`src/sv/frame_checker_crc32c_top_assert.svh`:
```
// Assertion macros for the frame checker with CRC-32C.
// Used by frame_checker_crc32c_top; expects signals clk and rst_n in scope.
`ifndef FRAME_CHECKER_CRC32C_TOP_ASSERT_SVH
`define FRAME_CHECKER_CRC32C_TOP_ASSERT_SVH

// Same-cycle implication, checked while out of reset.
`define FCC_ASSERT_IMPL(lbl, ante, cons, msg) \
  lbl: assert property (@(posedge clk) disable iff (!rst_n) (ante) |-> (cons)) \
    else $error(msg);

// Next-cycle implication, checked while out of reset.
`define FCC_ASSERT_NEXT(lbl, ante, cons, msg) \
  lbl: assert property (@(posedge clk) disable iff (!rst_n) (ante) |=> (cons)) \
    else $error(msg);

`endif

```
`src/sv/fcc_pkg.sv`:
```
// Package for the frame checker with CRC-32C: constants, types and the
// byte-wide CRC-32C update. No dependencies.
`default_nettype none

package fcc_pkg;

  localparam logic [31:0] CRC_POLY = 32'h82f6_3b78;
  localparam logic [31:0] CRC_INIT = 32'hffff_ffff;

  localparam int POS_W = 17;
  localparam logic [POS_W-1:0] POS_MAX      = {POS_W{1'b1}};
  localparam logic [POS_W-1:0] HDR_SIZE     = POS_W'(20);
  localparam logic [4:0]       HDR_CRC_END  = 5'd18;

  // Header byte offsets.
  localparam logic [4:0] OFS_VERSION  = 5'd4;
  localparam logic [4:0] OFS_TYPE     = 5'd5;
  localparam logic [4:0] OFS_FLAGS    = 5'd6;
  localparam logic [4:0] OFS_SEQUENCE = 5'd8;
  localparam logic [4:0] OFS_NONCE    = 5'd12;
  localparam logic [4:0] OFS_LENGTH   = 5'd16;

  // Error codes.
  localparam logic [2:0] ERR_NONE    = 3'd0;
  localparam logic [2:0] ERR_SHORT   = 3'd1;
  localparam logic [2:0] ERR_MAGIC   = 3'd2;
  localparam logic [2:0] ERR_VERSION = 3'd3;
  localparam logic [2:0] ERR_LENGTH  = 3'd4;
  localparam logic [2:0] ERR_CHECK   = 3'd5;

  // Configuration register indexes.
  localparam int CFG_IDX_W = 2;
  localparam logic [CFG_IDX_W-1:0] REG_MAGIC   = 2'd0;
  localparam logic [CFG_IDX_W-1:0] REG_VERSION = 2'd1;
  localparam logic [CFG_IDX_W-1:0] REG_MAX_PAY = 2'd2;

  typedef struct packed {
    logic [31:0] expected_magic;
    logic [7:0]  expected_version;
    logic [15:0] max_payload;
  } fcc_cfg_t;

  typedef struct packed {
    logic        payload_valid;
    logic [7:0]  payload_byte;
    logic        frame_end;
    logic        frame_ok;
    logic [2:0]  error_code;
    logic [7:0]  msg_type;
    logic [15:0] msg_flags;
    logic [31:0] sequence_number;
    logic [31:0] nonce_value;
    logic [15:0] payload_count;
  } fcc_result_t;

  // Reflected CRC-32C update by one byte.
  function automatic logic [31:0] crc32c_byte(input logic [31:0] crc, input logic [7:0] b);
    logic [31:0] c;
    c = crc ^ {24'd0, b};
    for (int k = 0; k < 8; k++) begin
      c = (c >> 1) ^ (CRC_POLY & {32{c[0]}});
    end
    return c;
  endfunction

endpackage

`default_nettype wire

```
`src/sv/fcc_parse.sv`:
```
// Frame state of the checker: header capture, the two CRC-32C registers,
// the byte counter and the verdict for the current byte. Depends on fcc_pkg.
`default_nettype none

module fcc_parse import fcc_pkg::*; (
  input  wire logic        clk,
  input  wire logic        rst_n,
  input  wire logic        step,
  input  wire logic [7:0]  byte_in,
  input  wire logic        last_byte,
  input  wire fcc_cfg_t    cfg,
  output logic             emit,
  output fcc_result_t      res
);

  logic [POS_W-1:0] pos_r, pos_nxt;
  logic [31:0] hcrc_r, hcrc_nxt;
  logic [31:0] pcrc_r, pcrc_nxt;
  logic [31:0] magic_r, magic_nxt;
  logic [7:0]  ver_r, ver_nxt;
  logic [7:0]  type_r, type_nxt;
  logic [15:0] flags_r, flags_nxt;
  logic [31:0] seq_r, seq_nxt;
  logic [31:0] nonce_r, nonce_nxt;
  logic [15:0] len_r, len_nxt;
  logic [15:0] chk_r, chk_nxt;

  logic        is_pay;
  logic [4:0]  p_lo;
  logic [31:0] crc_x;
  logic [15:0] fold;
  logic [2:0]  err;

  assign is_pay = (pos_r >= HDR_SIZE);
  assign p_lo   = pos_r[4:0];

  always_comb begin
    hcrc_nxt  = hcrc_r;
    pcrc_nxt  = pcrc_r;
    magic_nxt = magic_r;
    ver_nxt   = ver_r;
    type_nxt  = type_r;
    flags_nxt = flags_r;
    seq_nxt   = seq_r;
    nonce_nxt = nonce_r;
    len_nxt   = len_r;
    chk_nxt   = chk_r;
    if (is_pay) begin
      pcrc_nxt = crc32c_byte(pcrc_r, byte_in);
    end else begin
      if (p_lo < HDR_CRC_END) begin
        hcrc_nxt = crc32c_byte(hcrc_r, byte_in);
      end
      if (p_lo < OFS_VERSION) begin
        magic_nxt = {byte_in, magic_r[31:8]};
      end else if (p_lo == OFS_VERSION) begin
        ver_nxt = byte_in;
      end else if (p_lo == OFS_TYPE) begin
        type_nxt = byte_in;
      end else if (p_lo < OFS_SEQUENCE) begin
        flags_nxt[p_lo[0]*8 +: 8] = byte_in;
      end else if (p_lo < OFS_NONCE) begin
        seq_nxt[p_lo[1:0]*8 +: 8] = byte_in;
      end else if (p_lo < OFS_LENGTH) begin
        nonce_nxt[p_lo[1:0]*8 +: 8] = byte_in;
      end else if (p_lo < HDR_CRC_END) begin
        len_nxt[p_lo[0]*8 +: 8] = byte_in;
      end else begin
        chk_nxt[p_lo[0]*8 +: 8] = byte_in;
      end
    end
    pos_nxt = (pos_r != POS_MAX) ? pos_r + POS_W'(1) : POS_MAX;
  end

  assign crc_x = hcrc_nxt ^ pcrc_nxt;
  assign fold  = crc_x[15:0] ^ crc_x[31:16];

  always_comb begin
    if (pos_nxt < HDR_SIZE) begin
      err = ERR_SHORT;
    end else if (magic_nxt != cfg.expected_magic) begin
      err = ERR_MAGIC;
    end else if (ver_nxt != cfg.expected_version) begin
      err = ERR_VERSION;
    end else if ((len_nxt > cfg.max_payload) ||
                 (pos_nxt != HDR_SIZE + POS_W'(len_nxt))) begin
      err = ERR_LENGTH;
    end else if (fold != chk_nxt) begin
      err = ERR_CHECK;
    end else begin
      err = ERR_NONE;
    end
  end

  assign emit = is_pay || last_byte;

  always_comb begin
    res = '0;
    res.payload_valid = is_pay;
    res.payload_byte  = is_pay ? byte_in : 8'd0;
    if (last_byte) begin
      res.frame_end       = 1'b1;
      res.frame_ok        = (err == ERR_NONE);
      res.error_code      = err;
      res.msg_type        = type_nxt;
      res.msg_flags       = flags_nxt;
      res.sequence_number = seq_nxt;
      res.nonce_value     = nonce_nxt;
      res.payload_count   = len_nxt;
    end
  end

  always_ff @(posedge clk) begin
    if (!rst_n || (step && last_byte)) begin
      pos_r   <= '0;
      hcrc_r  <= CRC_INIT;
      pcrc_r  <= CRC_INIT;
      magic_r <= '0;
      ver_r   <= '0;
      type_r  <= '0;
      flags_r <= '0;
      seq_r   <= '0;
      nonce_r <= '0;
      len_r   <= '0;
      chk_r   <= '0;
    end else if (step) begin
      pos_r   <= pos_nxt;
      hcrc_r  <= hcrc_nxt;
      pcrc_r  <= pcrc_nxt;
      magic_r <= magic_nxt;
      ver_r   <= ver_nxt;
      type_r  <= type_nxt;
      flags_r <= flags_nxt;
      seq_r   <= seq_nxt;
      nonce_r <= nonce_nxt;
      len_r   <= len_nxt;
      chk_r   <= chk_nxt;
    end
  end

endmodule

`default_nettype wire

```
`config.mk`:
```
export PLATFORM = sky130hd
export DESIGN_NAME = fcc_parse
export DESIGN_NICKNAME = d
export VERILOG_FILES = /design/src/sv/frame_checker_crc32c_top_assert.svh /design/src/sv/fcc_pkg.sv /design/src/sv/fcc_parse.sv
export SDC_FILE = /design/constraint.sdc
export NUM_CORES = 1
export LEC_CHECK = 0
export BUFFER_PORTS_ARGS = -buffer_cell sky130_fd_sc_hd__buf_2
export CORE_MARGIN = 1.5
export CORE_UTILIZATION = 30
export DETAILED_ROUTE_END_ITERATION = 8
export GPL_TIMING_DRIVEN = 0
export PLACE_DENSITY = 0.57
export SYNTH_ARGS = -nofsm -noshare
export SYNTH_HDL_FRONTEND = slang
export SYNTH_SLANG_ARGS = --single-unit
```
`constraint.sdc`:
```
create_clock -name clk -period 6.98 [get_ports clk]
set_input_delay 0.698 -clock clk [delete_from_list [all_inputs] [get_ports clk]]
set_output_delay 0.698 -clock clk [all_outputs]
set_load 0.005 [all_outputs]
```
==> results.sh, run 1 <==
export IMPL_outcome="finished clean"
export IMPL_worst_r2r_setup_slack_ns=2.19
export IMPL_synth_most_common_cell="sky130_fd_sc_hd__nor2_1"
export IMPL_synth_edf_count=0
export IMPL_track_usage_pct=20.80
export IMPL_slew_headroom_pct=12.20
export IMPL_timing_critical_path_required_ns=6.28
export IMPL_finalClockSkew_ns=0.02180
export IMPL_cts_inserted_buffers=30
export IMPL_postLayoutCoreUtil_pct=35.56
export IMPL_ant_nets=0
export IMPL_cts_root_buffer_cell="sky130_fd_sc_hd__clkbuf_16"
export IMPL_postSynthAreaPerCell_um2=7.600
export IMPL_netlist_cell_type_count=78
export IMPL_drive_above_1_share_pct=11.93
export IMPL_grt_antenna_before_repair=0
export IMPL_route_final_wire_length_um=61000
export IMPL_routed_via_count=16289
export IMPL_drc=0
export IMPL_clock_latency_ns=0.59
export IMPL_power_density_nw_per_um2=290.4
export IMPL_post_route_min_period_ns=6.726
export IMPL_clkTransAtPathRegs_ns=0.06
export IMPL_worst_ep_arrival_ns=6.03
export IMPL_post_synthesis_register_bit_count=241
export IMPL_numClockSinks=241
export IMPL_hold_ws_ns=0.4548
export IMPL_timing_final_crit_share_pct=96.36
export IMPL_end_of_the_worst_hold_path="ver_r[4]"
export IMPL_netlist_top_cell_by_area="sky130_fd_sc_hd__dfxtp_1"
export IMPL_first_iter_violations=1220
export IMPL_total_power_mw=5.677
export IMPL_final_hold_viol_count=0
export IMPL_max_cap_violations=0
export IMPL_critical_path_class="reg -> out"
export IMPL_routabilityCongestion=0.9258
export IMPL_dr_max_layer_used="met4"
export IMPL_area_contributors_post_synth="sky130_fd_sc_hd__dfxtp_1 29%, sky130_fd_sc_hd__xnor2_1 9.2%, sky130_fd_sc_hd__nor2_1 8.6%"
export IMPL_grt_start_max_net_pins=15
export IMPL_cts_hold_buffers_added=0
export IMPL_grt_overflow_total=0
export IMPL_grt_pass1_vias=15492
export IMPL_dr_pass1_iters=5
export IMPL_dieWidth_um=238.5
export IMPL_critPathLaunchType="flop"
export IMPL_worst_hold_path_num_cells=2
export IMPL_placement_rows=86
export IMPL_n_antenna_cell=0
export IMPL_io_pins=187
export IMPL_synth_fp_nets=2279
export IMPL_met2WireLength_um=29130
export IMPL_combined_area_of_all_synthesized_cells_um2=16640
export IMPL_worstReg2RegEnd="type_r[7]"
export IMPL_reg2reg_from="pos_r[7]"
export IMPL_crit_path_end_kind="primary output"
export IMPL_async_reset_ff_share_pct=0
export IMPL_sequential_fraction_of_the_synthesis_area_pct=29.00
export IMPL_numPortBuffers=178
export IMPL_cts_htree_levels=1
export IMPL_hp_class="reg -> reg"
export IMPL_post_drt_via_cell_ratio=5.138
export IMPL_timing_max_transition_violations_final=0
export IMPL_sum_of_net_half_perimeters_after_detailed_placement_um=45690
export IMPL_rsz0062_at_grt="false"
export IMPL_rr_worst_depth=13
export IMPL_core_area_um2=54990
export IMPL_timing_worst_slew_pin_value_ns=1.305
export IMPL_chipHeight_um=238.5
export IMPL_place_ws_ns=0.5466
export IMPL_totalNegativeSetupSlack_ns=0
export IMPL_cts_post_setup_buffers_inserted=0
export IMPL_peakVddDrop_uv=174.2
export IMPL_worstHoldStart="ver_r[4]"
export IMPL_setup_violations_final=0
export IMPL_syn_instance_count=2189
export IMPL_die_area_um2=56880
export IMPL_achievable_frequency_mhz=148.7
export IMPL_cts_tree="built"
export IMPL_initial_core_util_pct=30.26
export IMPL_layout_area_overhead_vs_synth_pct=17.52
export IMPL_total_leakage_power_nw=7.805
export IMPL_post_drt_wl_per_cell_um=19.24
export IMPL_max_clock_path_buffers=3
export IMPL_yosysWarnings=0
export IMPL_grt_pass1_wl_um=91980
export IMPL_routedLengthMet1_um=26110
export IMPL_final_layout_net_count=2489
export IMPL_netlist_top_cells_count="380 x sky130_fd_sc_hd__nor2_1, 341 x sky130_fd_sc_hd__nand2_1, 256 x sky130_fd_sc_hd__a21oi_1"
export IMPL_synth_flop_cell="sky130_fd_sc_hd__dfxtp_1"
export IMPL_routed_wl_met3_um=3925
export IMPL_yosys_area_top_type_share_pct=29.00
export IMPL_timing_final_ws_setup_ns=0.2539
export IMPL_worstPathMaxFanout=10
[power by group]
part / internal (mW) / leakage, nW / switching (mW) / total (mW)
sequential: 1.44 / 1.96 / 0.0781 / 1.52
clock: 1.04 / 0.517 / 0.656 / 1.69
combinational: 1.16 / 5.33 / 1.30 / 2.47
total: 3.64 / 7.80 / 2.04 / 5.68
[timing repair]
action,CTS,global route
setup endpoints to repair,1,1
gates cloned,0,0
pin swaps,0,0
gates resized for setup,1,3
[metal layers]
| metal | track usage, % | vias up |
|---|---|---|
| li1 | - | 7799 |
| met5 | 0 | - |
| met4 | 6.962 | 0 |
| met3 | 2.557 | 106 |
| met2 | 35.15 | 624 |
| met1 | 27.35 | 7760 |
[critical path: stages (launching register included)]
cell and delay [ns]:
sky130_fd_sc_hd__dfxtp_1 0.29, sky130_fd_sc_hd__clkbuf_1 0.22, sky130_fd_sc_hd__nor3_1 0.56, sky130_fd_sc_hd__nand4_4 0.35, sky130_fd_sc_hd__nor3_4 0.40, sky130_fd_sc_hd__buf_2 0.33, sky130_fd_sc_hd__mux2i_1 0.24, sky130_fd_sc_hd__inv_1 0.21
sky130_fd_sc_hd__ha_1 0.27, sky130_fd_sc_hd__o21ai_0 0.11, sky130_fd_sc_hd__mux2_2 0.33, sky130_fd_sc_hd__nor3_1 0.47, sky130_fd_sc_hd__o21ai_0 0.23, sky130_fd_sc_hd__o31a_1 0.36, sky130_fd_sc_hd__and4b_1 0.33, sky130_fd_sc_hd__a31oi_1 0.12
sky130_fd_sc_hd__o31ai_1 0.42, sky130_fd_sc_hd__buf_2 0.20
[cell usage in the layout, fill, tap and decap left out, types with 10 or more instances in the layout]
cell type / netlist / layout
sky130_fd_sc_hd__clkbuf_1: 128 / 134
sky130_fd_sc_hd__nor2_1: 380 / 380
sky130_fd_sc_hd__nor3_1: 18 / 16
sky130_fd_sc_hd__buf_1: 10 / 10
sky130_fd_sc_hd__ha_1: 22 / 22
sky130_fd_sc_hd__and2_1: 22 / 22
sky130_fd_sc_hd__o21ai_0: 46 / 46
sky130_fd_sc_hd__dfxtp_1: 241 / 241
sky130_fd_sc_hd__nor4_1: 13 / 12
sky130_fd_sc_hd__nand4_1: 21 / 21
sky130_fd_sc_hd__mux2i_1: 97 / 97
sky130_fd_sc_hd__nand3_1: 40 / 40
sky130_fd_sc_hd__xnor2_1: 175 / 175
sky130_fd_sc_hd__xor2_1: 81 / 81
sky130_fd_sc_hd__nand2_1: 341 / 341
sky130_fd_sc_hd__a21oi_1: 256 / 256
sky130_fd_sc_hd__inv_1: 37 / 37
sky130_fd_sc_hd__a211oi_1: 21 / 21
sky130_fd_sc_hd__buf_2: 7 / 185
sky130_fd_sc_hd__o211ai_1: 52 / 52
sky130_fd_sc_hd__xnor2_2: 12 / 12
sky130_fd_sc_hd__xnor3_1: 32 / 32
sky130_fd_sc_hd__clkbuf_16: 0 / 31
[worst max path at each step]
stage	from	endpoint	slack, ns
after CTS	pos_r[7]	res[104]	0.11
after floorplan	pos_r[5]	res[104]	2.14
after global routing	pos_r[7]	res[104]	0.03
final	pos_r[7]	res[104]	0.25
after detailed placement	pos_r[7]	res[104]	0.55
after global placement	pos_r[7]	res[104]	0.57
[sequential cells by signal (all words and copies together) (netlist names)]
name     count
seq_r       32
chk_r       16
nonce_r     32
flags_r     16
magic_r     32
hcrc_r      32
len_r       16
ver_r        8
pcrc_r      32
pos_r       17
type_r       8
[cell families after synthesis]
kind of cell	Yosys count	share of synthesized area, %
simple gates	884	22.38
flops	241	29.00
buf+inv	192	4.588
fa+ha+maj	22	1.655
mux	104	6.310
compound gates	433	15.12
xor+xnor	313	20.94
[stage by stage]
step | cell area (um2) | cells
floorplan | 16640 | 2189
detailed placement | 18460 | 3115
global placement | 18460 | 3115
finish | 19550 | 3170
global route | 19550 | 3170
CTS | 19530 | 3170
[layout make-up]
class                           instances  area [um2]
Sequential cell                       241        4825
Multi-Input combinational cell       1756       11080
Fill cell                            5830       35430
Tap cell                              748       935.9
Clock buffer                           41       853.3
Timing Repair Buffer                  178       890.9
Clock inverter                         14       203.9
Buffer                                152       613.1
Inverter                               40       150.1
(Power assumes the default switching activity.)
==> inputs of run 2 (changes only) <==
GPL_ROUTABILITY_DRIVEN = 0   (was unset)
SETUP_SLACK_MARGIN = 0.4   (was unset)
==> run 2 against run 1 <==
Effect of this change: die area stayed put; via count is 1.1% higher; combinational power hardly changed; worst hold slack worse by 0.0053 ns; critical endpoint unchanged; global-route usage is 0.12 points higher.
==> results.sh, run 2 (synthesis gave the netlist of run 1 again) <==
export IMPL_outcome="finished clean"
export IMPL_worst_ep_arrival_ns=5.64
export IMPL_postLayoutCoreUtil_pct=35.57
export IMPL_total_leakage_power_nw=7.803
export IMPL_crit_path_end_kind="primary output"
export IMPL_dieWidth_um=238.5
export IMPL_initial_core_util_pct=30.26
export IMPL_area_of_combinational_cells_with_multiple_inputs_um2=11140
export IMPL_clock_latency_ns=0.58
export IMPL_cts_inserted_buffers=29
export IMPL_first_iter_violations=1330
export IMPL_post_drt_via_cell_ratio=5.201
export IMPL_achievable_frequency_mhz=157.7
export IMPL_sum_of_net_half_perimeters_after_detailed_placement_um=45510
export IMPL_max_stage_delay_ns=0.43
export IMPL_numPortBuffers=178
export IMPL_slowest_cell_on_the_critical_path="sky130_fd_sc_hd__o31ai_1"
export IMPL_grt_pass1_wl_um=92570
export IMPL_drive_above_1_share_pct=12.16
export IMPL_final_hold_viol_count=0
export IMPL_cp_cell_sequence="clkbuf_1 > nor4_4 > nand4_4 > nor3_4 > buf_2 > mux2i_4 > inv_1 > ha_1 > a21o_1 > a221oi_1 > nor2_1 > a211oi_1 > a21oi_1 > nor4_1 > and4b_1 > a31oi_1 > o31ai_1 > buf_2"
export IMPL_numClockSinks=241
export IMPL_fillers=5766
export IMPL_track_usage_pct=20.92
export IMPL_totalNegativeSetupSlack_ns=0
export IMPL_route_final_wire_length_um=61180
export IMPL_max_cap_violations=0
export IMPL_critPathLaunchType="flop"
export IMPL_dominant_cell_type_by_count_on_the_critical_path="sky130_fd_sc_hd__buf_2"
export IMPL_timing_critical_path_required_ns=6.28
export IMPL_placement_rows=86
export IMPL_worstHoldStart="ver_r[4]"
export IMPL_peakVddDrop_uv=190.7
export IMPL_place_inst=3115
export IMPL_n_antenna_cell=0
export IMPL_hold_ws_ns=0.4495
export IMPL_max_clock_path_buffers=3
export IMPL_cts_post_setup_buffers_inserted=0
export IMPL_drc=0
export IMPL_cts_hold_buffers_added=0
export IMPL_reg2reg_from="pos_r[5]"
export IMPL_grt_overflow_total=0
export IMPL_hp_class="reg -> reg"
export IMPL_timing_final_crit_share_pct=90.85
export IMPL_layout_cells_most_common="sky130_fd_sc_hd__nor2_1"
export IMPL_worstPathMaxFanout=10
export IMPL_routed_via_count=16467
export IMPL_finalClockSkew_ns=0.02893
export IMPL_layout_area_overhead_vs_synth_pct=17.56
export IMPL_critical_path_class="reg -> out"
export IMPL_cts_root_buffer_cell="sky130_fd_sc_hd__clkbuf_16"
export IMPL_dr_pass1_iters=6
export IMPL_cts_htree_levels=1
export IMPL_timing_worst_slew_pin_value_ns=1.237
export IMPL_total_power_mw=5.634
export IMPL_grt_antenna_before_repair=1
export IMPL_timing_max_transition_violations_final=0
export IMPL_worst_r2r_setup_slack_ns=2.36
export IMPL_non_filler_cells_in_the_finished_layout=3166
export IMPL_chipHeight_um=238.5
export IMPL_critical_path_top_delay_family="simple AND/OR/NAND/NOR gates"
export IMPL_grt_start_max_net_pins=14
export IMPL_slew_headroom_pct=16.81
export IMPL_io_pins=187
export IMPL_ant_nets=0
export IMPL_setup_violations_final=0
export IMPL_final_layout_net_count=2488
export IMPL_most_common_layout_cells="380 x sky130_fd_sc_hd__nor2_1, 341 x sky130_fd_sc_hd__nand2_1, 256 x sky130_fd_sc_hd__a21oi_1"
export IMPL_cts_tree="built"
export IMPL_die_area_um2=56880
export IMPL_post_drt_wl_per_cell_um=19.32
export IMPL_grt_pass1_vias=15613
export IMPL_clkTransAtPathRegs_ns=0.06
export IMPL_core_area_um2=54990
export IMPL_cp_num_buf_inv=4
export IMPL_rsz0062_at_grt="false"
export IMPL_post_route_min_period_ns=6.342
export IMPL_crit_start="pos_r[5]"
export IMPL_power_density_nw_per_um2=288.1
export IMPL_regArea_um2=4825
## run 2: changes by cell type in the layout (fill, tap and decap cells not counted), moves of 2 or more
cell and delta:
sky130_fd_sc_hd__mux2i_1 -5, sky130_fd_sc_hd__mux2i_4 +2, sky130_fd_sc_hd__clkbuf_1 -2, sky130_fd_sc_hd__nor3_1 -2, sky130_fd_sc_hd__mux2i_2 +3, sky130_fd_sc_hd__clkbuf_16 -2
## run 2: layer usage
metal  global-route usage, %  routed length, um  vias to the layer above
met5                       0                 12                        -
met4                   7.537               2325                        2
met3                   2.765               4049                      147
met2                   34.98              28600                      629
met1                   27.48              26190                     7893
li1                        -                  -                     7796
## run 2: layout make-up
type / count / share of cell area [%]
Clock inverter: 12 / 0.9596
Multi-Input combinational cell: 1756 / 56.96
Clock buffer: 39 / 4.158
Timing Repair Buffer: 178 / 4.555
Sequential cell: 241 / 24.67
Inverter: 40 / 0.7677
Buffer: 152 / 3.141
Tap cell: 748 / 4.785
## run 2: repair_timing
action,CTS,global route
hold endpoints to repair,0,0
setup endpoints to repair,3,3
pin swaps,0,0
resized for setup,4,13
## run 2: path summary, 6_finish.rpt
kind                to  cells after the start
max reg2reg  type_r[2]                     13
min reg2reg   ver_r[4]                      2
max           res[104]                     18
min           ver_r[4]                      2
## run 2: metrics by stage
stage                     cell area (um2)  setup slack (ns)
after floorplan                     16640             2.143
after global placement              18460            0.6574
after detailed placement            18460            0.5668
after CTS                           19490            0.4107
after global routing                19560            0.3752
final                               19560            0.6385
## run 2: worst reg2reg max path: stages (launching register included)
cell and delay, ns:
sky130_fd_sc_hd__dfxtp_1 0.30, sky130_fd_sc_hd__clkbuf_1 0.24, sky130_fd_sc_hd__nor4_4 0.41, sky130_fd_sc_hd__nand4_4 0.32
sky130_fd_sc_hd__nor2_2 0.50, sky130_fd_sc_hd__inv_2 0.09, sky130_fd_sc_hd__clkbuf_1 0.32, sky130_fd_sc_hd__clkbuf_1 0.39
sky130_fd_sc_hd__a2111oi_0 0.57, sky130_fd_sc_hd__clkbuf_1 0.59, sky130_fd_sc_hd__and2_1 0.22, sky130_fd_sc_hd__clkbuf_1 0.31
sky130_fd_sc_hd__nand2_1 0.10, sky130_fd_sc_hd__a21oi_1 0.17
## run 2: power breakdown
part	leakage (nW)	internal [mW]	switching (mW)
combinational	5.35	1.17	1.32
clock	0.493	0.993	0.637
sequential	1.96	1.44	0.0800
